[src/hw/rtl/imei_pkg.sv]
// ----------------------------------------------------------------------------
// Inverted Mandelbrot escape-time package
// Shared constants, payload types, register indexes and the sequencer states.
// ----------------------------------------------------------------------------
`default_nettype none

package imei_pkg;

    localparam int FRAC_BITS_DEF  = 24;
    localparam int COUNT_BITS_DEF = 16;
    localparam int STEP_FRAC      = 24;
    localparam int PIX_W          = 12;
    localparam int OFF_W          = 13;
    localparam int STEP_W         = 24;
    localparam int ITER_W         = 16;
    localparam int CFG_INDEX_W    = 4;
    localparam int CFG_DATA_W     = 24;

    localparam logic [CFG_INDEX_W-1:0] CFG_OFFSET_X       = 4'd0;
    localparam logic [CFG_INDEX_W-1:0] CFG_OFFSET_Y       = 4'd1;
    localparam logic [CFG_INDEX_W-1:0] CFG_PIXEL_STEP     = 4'd2;
    localparam logic [CFG_INDEX_W-1:0] CFG_MAX_ITERATIONS = 4'd3;

    localparam logic [STEP_W-1:0] PIXEL_STEP_RST = 24'd65536;
    localparam logic [ITER_W-1:0] MAX_ITER_RST   = 16'd256;

    typedef struct packed {
        logic [PIX_W-1:0] pixel_x;
        logic [PIX_W-1:0] pixel_y;
    } req_t;

    typedef struct packed {
        logic [ITER_W-1:0] iteration_count;
        logic              inside_res;
    } res_t;

    typedef enum logic [3:0] {
        ST_IDLE,
        ST_PMUL,
        ST_PACK,
        ST_DEN,
        ST_DIVR,
        ST_WAITR,
        ST_DIVI,
        ST_WAITI,
        ST_MUL,
        ST_STEP,
        ST_DONE
    } state_t;

endpackage

`default_nettype wire

[src/hw/rtl/imei_cell.sv]
// ----------------------------------------------------------------------------
// Divider chain cell
// One bit of the dividend and quotient line: loads a dividend bit, then takes
// its lower neighbour's bit on every shift.
// ----------------------------------------------------------------------------
`default_nettype none

module imei_cell (
    input  wire logic clk,
    input  wire logic load,
    input  wire logic shift,
    input  wire logic load_bit,
    input  wire logic shift_in,
    output logic      bit_q
);

    logic bit_reg;
    logic bit_next;

    always_comb
    begin
        bit_next = bit_reg;
        if (load)
        begin
            bit_next = load_bit;
        end
        else if (shift)
        begin
            bit_next = shift_in;
        end
    end

    always_ff @(posedge clk)
    begin
        bit_reg <= bit_next;
    end

    assign bit_q = bit_reg;

endmodule

`default_nettype wire

[src/hw/rtl/imei_div.sv]
// ----------------------------------------------------------------------------
// Reciprocal divider
// Restoring division of a magnitude scaled by two to the power of twice the
// fraction width, one quotient bit per cycle through a chain of cells.
// ----------------------------------------------------------------------------
`default_nettype none

module imei_div #(
    parameter int FRAC_BITS = imei_pkg::FRAC_BITS_DEF
) (
    input  wire logic                        clk,
    input  wire logic                        rst_n,
    input  wire logic                        start,
    input  wire logic [FRAC_BITS+7:0]        num,
    input  wire logic [2*FRAC_BITS+15:0]     den,
    input  wire logic                        neg,
    output logic                             done,
    output logic                             ovf,
    output logic signed [FRAC_BITS+7:0]      quot
);

    localparam int VAL_BITS = FRAC_BITS + 8;
    localparam int PW       = 2 * VAL_BITS;
    localparam int LEN      = VAL_BITS + 2 * FRAC_BITS;
    localparam int CNTW     = $clog2(LEN + 1);
    localparam int UPW      = LEN - VAL_BITS + 1;

    logic [LEN-1:0]  chain;
    logic [PW-1:0]   rem_reg;
    logic [PW-1:0]   rem_next;
    logic [PW-1:0]   den_reg;
    logic            neg_reg;
    logic            run_reg;
    logic            run_next;
    logic            done_reg;
    logic            done_next;
    logic [CNTW-1:0] cnt_reg;
    logic [CNTW-1:0] cnt_next;
    logic [PW:0]     trial;
    logic            qbit;
    logic [UPW-1:0]  upper;

    genvar gi;
    generate
        for (gi = 0; gi < LEN; gi++)
        begin : g_cell
            logic lb;
            logic si;
            if (gi >= 2 * FRAC_BITS)
            begin : g_num
                assign lb = num[gi-2*FRAC_BITS];
            end
            else
            begin : g_zero
                assign lb = 1'b0;
            end
            if (gi == 0)
            begin : g_first
                assign si = qbit;
            end
            else
            begin : g_next
                assign si = chain[gi-1];
            end
            imei_cell u_cell (
                .clk      (clk),
                .load     (start),
                .shift    (run_reg),
                .load_bit (lb),
                .shift_in (si),
                .bit_q    (chain[gi])
            );
        end
    endgenerate

    always_comb
    begin
        trial     = {rem_reg, chain[LEN-1]};
        qbit      = (trial >= {1'b0, den_reg});
        rem_next  = rem_reg;
        run_next  = run_reg;
        cnt_next  = cnt_reg;
        done_next = 1'b0;
        if (start)
        begin
            rem_next = '0;
            run_next = 1'b1;
            cnt_next = CNTW'(LEN);
        end
        else if (run_reg)
        begin
            rem_next = qbit ? PW'(trial - {1'b0, den_reg}) : trial[PW-1:0];
            cnt_next = cnt_reg - CNTW'(1);
            if (cnt_reg == CNTW'(1))
            begin
                run_next  = 1'b0;
                done_next = 1'b1;
            end
        end
    end

    always_ff @(posedge clk or negedge rst_n)
    begin
        if (!rst_n)
        begin
            run_reg  <= 1'b0;
            done_reg <= 1'b0;
            cnt_reg  <= '0;
        end
        else
        begin
            run_reg  <= run_next;
            done_reg <= done_next;
            cnt_reg  <= cnt_next;
        end
    end

    always_ff @(posedge clk)
    begin
        rem_reg <= rem_next;
        if (start)
        begin
            den_reg <= den;
            neg_reg <= neg;
        end
    end

    assign upper = chain[LEN-1:VAL_BITS-1];
    assign ovf   = !((upper == '0) ||
                     (neg_reg && (upper == UPW'(1)) && (chain[VAL_BITS-2:0] == '0)));
    assign quot  = neg_reg ? -$signed(chain[VAL_BITS-1:0]) : $signed(chain[VAL_BITS-1:0]);
    assign done  = done_reg;

endmodule

`default_nettype wire

[config.mk]
export PLATFORM = sky130hd
export DESIGN_NAME = imei_div
export DESIGN_NICKNAME = d
export VERILOG_FILES = /design/src/hw/rtl/imei_pkg.sv /design/src/hw/rtl/imei_cell.sv /design/src/hw/rtl/imei_div.sv
export SDC_FILE = /design/constraint.sdc
export NUM_CORES = 1
export LEC_CHECK = 0
export ABC_CLOCK_PERIOD_IN_PS = 6700
export BUFFER_PORTS_ARGS = -buffer_cell sky130_fd_sc_hd__clkbuf_2
export CORE_UTILIZATION = 40
export DETAILED_ROUTE_END_ITERATION = 16
export PLACE_DENSITY = 0.65
export SLEW_MARGIN = 30
export SYNTH_ARGS = -nofsm -noshare
export SYNTH_HDL_FRONTEND = slang
export SYNTH_SLANG_ARGS = --single-unit
[constraint.sdc]
create_clock -name clk -period 6.7 [get_ports clk]
set_input_delay 0 -clock clk [delete_from_list [all_inputs] [get_ports clk]]
set_output_delay 0 -clock clk [all_outputs]
set_load 0.03 [all_outputs]
Word-level counts from Yosys, hierarchy flattened
Cells that the tools add are included.
{ "totals": {"register_bits": 218, "latchBits": 0, "mem_bits_rw": 0, "mem_bits_ro": 0, "in_bits": 100, "wordCells": 173, "mem_count": 0} }
{ "op_classes": {"add_sub_neg": 3, "multipliers": 0, "div": 0, "n_lt_le_gt_ge": 1, "eq_ne": 2, "n_shift": 0, "muxes": 74, "bitwise": 0, "reduce_logical": 7} }
{ "ops": {"columns": ["op", "count"], "rows": [
  ["1-bit 2-to-1 mux", 70],
  ["65-bit by 64-bit greater-or-equal comparator with 1-bit output", 1],
  ["64-bit 2-to-1 mux", 1],
  ["64-bit subtractor", 1],
  ["49-bit by 1-bit equality test with 1-bit output, second input constant", 1],
  ["49-bit logical NOT", 1],
  ["32-bit 2-to-1 mux", 1],
  ["32-bit negator", 1],
  ["31-bit logical NOT", 1],
  ["7-bit 2-to-1 mux", 2],
  ["7-bit by 1-bit equality test with 1-bit output, second input constant", 1],
  ["7-bit by 1-bit subtractor with 7-bit output, second input constant", 1],
  ["1-bit logical AND", 2],
  ["2-bit nonzero test", 1],
  ["1-bit logical NOT", 1],
  ["1-bit logical OR", 1]
]} }

Longest topological paths before layout
{ "depth": {"word_depth": 5, "depth_mapped": 15, "mapped_depth_nobuf": 13} }

Cells and area by module
Synthesis repeated with hierarchy kept, for this count alone.
{ "unflattened": {"cells_unflattened": 1443, "area_unflattened_um2": 14176.1} }
{ "by_module_without_submodules": {"columns": ["module", "instances", "cells_each", "area_per_inst_um2"], "rows": [
  ["imei_div", 1, 1203, 10072.2],
  ["imei_cell", 80, 3, 51.3]
]} }

Worst setup path after synthesis
No wires, ideal clock.
{ "synth_path": {"path_kind": "register -> register", "from": "register den_reg[46]", "to": "register rem_reg[32]", "setup_ns": 0.086, "arrival_time_ns": 3.238, "slack_ns": 3.377, "path_stages_with_launch": 16, "synth_period_minus_slack_ns": 3.323, "cell_sequence": "edfxtp_1 -> inv_1 -> ha_1 -> clkbuf_1 -> nand4_1 -> or3_1 -> nor3_1 -> a211oi_1 -> o221a_2 -> o221a_2 -> a21boi_2 -> or2_2 -> buf_2 -> buf_2 -> o311ai_0 -> a211oi_1"} }
{ "synth_between": {"elab_chain_cells": 2} }
{ "synth_lines": {"columns": ["element", "line", "rtl"], "rows": [
  ["from (decl)", "imei_div.sv:31", "logic [PW-1:0] den_reg;"],
  ["from (signal assigned)", "imei_div.sv:123", "den_reg <= den;"],
  ["65-bit by 64-bit greater-or-equal comparator with 1-bit output", "imei_div.sv:79", "qbit = (trial >= {1'b0, den_reg});"],
  ["64-bit 2-to-1 mux", "imei_div.sv:92", "rem_next = qbit ? PW'(trial - {1'b0, den_reg}) : trial[PW-1:0];"],
  ["to (signal assigned)", "imei_div.sv:120", "rem_reg <= rem_next;"],
  ["to (decl)", "imei_div.sv:29", "logic [PW-1:0] rem_reg;"]
]} }
No other way between the ends.
A chain may end at the register's enable or synchronous reset.

Worst setup path in the final report
{ "layout_path": {"from": "register den_reg[1]", "to": "register rem_reg[32]"} }
{ "layout_between": {"elab_chain_cells": 2, "elab_cells_between_ends": 3} }
{ "layout_lines": {"columns": ["element", "line"], "rows": [
  ["64-bit subtractor or 65-bit by 64-bit greater-or-equal comparator with 1-bit output (tied branches)", "imei_div.sv:92, imei_div.sv:79"],
  ["64-bit 2-to-1 mux *", "imei_div.sv:92"]
]} }
Mark *: on every way between the ends. The rest lies on a longest branch, timed or not.

==> metrics.csv <==
stage;metric;value;unit
place;place_inst;1893;
synth;synth-edff-count;97;
pwr;p_leak;7.16;nW
grt;grt_pass1_wl;54600;microns
cells_and_area;fillers;3010;
clock_network;ctsHtreeMaxLevel;1;
critical_path;critPathBufInv;2;
sta;setup_viol;0;
routing;wl_per_cell;16.1;microns
cells_and_area;syn_to_final_growth;21.6;%
clock_network;cts_tree;built;
floorplan;initial_core_util;40.9;%
floorplan;coreArea;31700;sq um
synth;ys_ff_latch;218;
clock_network;cts.sinks;218;
synth;synth_cell_types;68;
grt;use_met2;32.5;%
critical_path;r2r-end;rem_reg[32];
synth;avgSynthCellArea;9.10;sq um
routing;drt_wl_total;32900;microns
grt;gr-usage-all-layers;19.7;%
synth;yosys.area.top_type;edfxtp_1;
clock_network;clk_pin_slew;0.06;ns
sta;fmax;216;MHz
critical_path;crit_family;compound AO/OA/AOI/OAI gates;
grt;grt_max_degree;102;
sta;tns;0;ns
clock_network;cts_resized;0;
critical_path;crit_chain;inv_1, ha_1, nor2b_1, o2111ai_1, a211oi_1, o221ai_1, a211oi_1, o21ai_1, a21boi_2, or2_2, buf_4, o311ai_0, a211oi_1;
critical_path;cp_max_fo;37;
cells_and_area;layout-drive-gt1-share;14.3;%
floorplan;dieArea;33200;sq um
min_path;whs_path_depth;2;
sta;fin_crit_sh;69.0;%
pwr;power_density;369;nW/um^2
synth;yosys_warnings;0;
synth;synth_top_area_share;22.4;%
grt;grt_overflow;0;
cells_and_area;layout.nets;1787;
floorplan;row_count;65;
synth;yosysSeqAreaShare;41.4;%
grt;antenna_found_initial;2;
critical_path;critical_path_arrival;5.07;ns
synth;synth_nets;1595;
grt;met3_usage;3.67;%
routing;num_vias;11100;
critical_path;critPathRequiredTime;7.15;ns
grt;grt.busiest_layer;met2;
synth;synth_area_leaders;edfxtp_1 22%, dfxtp_1 17%, ha_1 6.5%;
critical_path;critPathCaptureType;flop;
place;post-dp-hpwl;22700;microns
floorplan;dieWidth;182;microns
synth;netlist_area;13000;sq um
min_path;hold_path.class;in2reg;
synth;synth_cells;1427;
critical_path;r2r_cells;13;
critical_path;r2r_start;den_reg[1];
floorplan;die_y;182;microns
critical_path;r2r_setup_slack;2.08;ns
place;place_congestion;0.906;
clock_network;cts_buffers;25;
min_path;hp-start;start;
critical_path;path_class;reg2reg;
sta;rsz0062_at_grt;no;
sta;hold_ws;0.0445;ns
outcome;status;finished, final reports clean;
clock_network;clk_latency;0.56;ns
place;io_buffers;133;
critical_path;cp-startpoint;den_reg[1];
cells_and_area;final-instance-count-excl-fill;2042;
routing;via_per_inst;5.45;
floorplan;design.portCount;134;
routing;drt_iter0_drc;770;
clock_network;cts_buffer_depth;3;
sta;period_minus_slack;4.62;ns
sta;finalMaxSlewViolations;0;
clock_network;root_buffer;clkbuf_16;
grt;grt_util_met1;26.5;%
synth;yosys_most_used_dff;dfxtp_1;
synth;async_flop_share;4.13;%
critical_path;path_depth;13;
sta;max-slew-margin-rel;39.4;%
routing;antenna_left;0;
job;maxCapViolations;0;
critical_path;crit_top_cell;a211oi_1;
critical_path;slowest_stage;or2_2;
critical_path;cp_slowest_stage_delay;0.75;ns
sta;hold_violations;0;
critical_path;endpoint;rem_reg[32];
sta;finalClockSkew;0.0263;ns
critical_path;cp-start-kind;flop;
pwr;irDropWorstVdd;218;uV
sta;max_slew.worst_pin.slew;0.909;ns
cells_and_area;largest_register_ffs;80;
routing;drc_errors;0;
grt;grt_pass1_vias;10900;
routing;drtPass1Iterations;5;
final cells by class:
class | instances | area [sq um] | area share (%)
Tap cell | 402 | 503 | 3.19
Inverter | 91 | 342 | 2.16
Clock buffer | 35 | 714 | 4.53
Multi-Input combinational cell | 1041 | 6970 | 44.2
Antenna cell | 2 | 5.00 | 0.0317
Clock inverter | 11 | 100 | 0.634
Timing Repair Buffer | 242 | 1770 | 11.2
Sequential cell | 218 | 5380 | 34.1
logic make-up (layout without fill, tap and decap cells):
family                     Yosys count  in the layout  synth area share, %
other                                0              2                    0
muxes                               88             88                 7.11
adders and majority gates           68             68                 6.61
DFF                                218            218                 41.4
buffers and inverters              168            379                 4.94
AOI/OAI and AO/OA                  354            354                 18.4
and+or+nand+nor                    449            449                 16.0
xor gates and xnor gates            82             82                 5.53
layout by cell type (no fill, tap or decap), drive strengths merged, types with 5 or more instances in the layout:
| cell | netlist | routed |
|---|---|---|
| nor2 | 140 | 140 |
| buf | 17 | 11 |
| edfxtp | 97 | 97 |
| dfrtp | 9 | 9 |
| nand4 | 20 | 20 |
| nor4 | 19 | 19 |
| clkinv | 0 | 6 |
| o21ai | 68 | 68 |
| o211ai | 8 | 8 |
| o21bai | 18 | 18 |
| o31ai | 13 | 13 |
| xor2 | 29 | 29 |
| or2 | 9 | 9 |
| ha | 67 | 67 |
| a311oi | 39 | 39 |
| a21boi | 5 | 5 |
| a41oi | 7 | 7 |
| or4 | 8 | 8 |
| and2 | 6 | 6 |
| a211oi | 19 | 19 |
| nand3 | 26 | 26 |
| clkbuf | 60 | 167 |
| dfxtp | 112 | 112 |
| o21a | 6 | 6 |
| a31oi | 11 | 11 |
| mux2 | 34 | 34 |
| dlygate4sd3 | 0 | 99 |
| nor3 | 10 | 10 |
| nand2b | 15 | 15 |
| inv | 91 | 93 |
| and3 | 8 | 8 |
| xnor2 | 53 | 53 |
| or3 | 21 | 21 |
| a21o | 47 | 47 |
| mux2i | 54 | 54 |
| a21oi | 82 | 82 |
| nand2 | 154 | 154 |
per-layer routing:
metal | vias up | wire [microns]
met5 | - | 0
met2 | 263 | 14900
li1 | 5534 | -
met4 | 0 | 749
met3 | 54 | 1710
met1 | 5271 | 15500
report_power, final:
| group | internal [mW] | switching, mW |
|---|---|---|
| Combinational | 1.06 | 1.60 |
| Clock | 0.787 | 0.571 |
| Sequential | 1.63 | 0.175 |
| Total | 3.48 | 2.34 |
timing repair:
| item | CTS | global route |
|---|---|---|
| setup buffers | 0 | 0 |
| hold buffers | 99 | 0 |
| endpoints found under the hold margin | 106 | 0 |
through the flow:
stage / instance area [sq um] / setup slack [ns] / power (mW) / util, %
after floorplan: 13000 / 3.38 / 3.80 / -
after global placement: 13900 / 2.24 / 4.39 / 43.9
after detailed placement: 13900 / 2.13 / 4.40 / 43.9
after CTS: 15700 / 2.08 / 5.83 / 49.6
after global routing: 15800 / 1.54 / 6.23 / 49.8
final: 15800 / 2.08 / 5.82 / 49.8
worst min-delay path by stage:
stage,endpoint,slack [ns]
final,g_cell[8].u_cell.bit_q,0.04
after floorplan,cnt_reg[0],-0.30
after detailed placement,done,-0.12
after global routing,g_cell[9].u_cell.bit_q,0.07
after CTS,g_cell[17].u_cell.bit_q,0.03
after global placement,done,-0.12
cell usage after synthesis, types with 4 or more instances:
cell	number
a211oi_1	19
a311oi_1	39
nor3_1	10
or2_2	7
or4_1	7
o31ai_1	12
a41oi_1	7
o21ai_0	66
nand2_1	154
and2_1	6
o21a_1	6
a31oi_1	11
dfxtp_1	112
a32oi_1	4
ha_1	67
nand4_1	20
nor2b_1	4
and3_1	8
or3_1	18
clkbuf_1	60
nor2_1	140
mux2i_1	54
o21bai_1	18
mux2_2	34
a221oi_1	4
xor2_1	29
nand2b_1	15
a21oi_1	82
xnor2_1	53
buf_1	10
edfxtp_1	97
o211ai_1	8
a21o_1	47
nand3_1	26
nor4_1	19
a21boi_0	4
buf_2	6
dfrtp_1	9
inv_1	91
worst reg2reg max path: stages, from the launching register on:
cell and delay, ns:
edfxtp_1 0.37, inv_1 0.05, ha_1 0.28, nor2b_1 0.17
o2111ai_1 0.16, a211oi_1 0.52, o221ai_1 0.30, a211oi_1 0.50
o21ai_1 0.20, a21boi_2 0.44, or2_2 0.75, buf_4 0.39
o311ai_0 0.17, a211oi_1 0.22
Note: power is estimated with default switching activity, not from simulation.
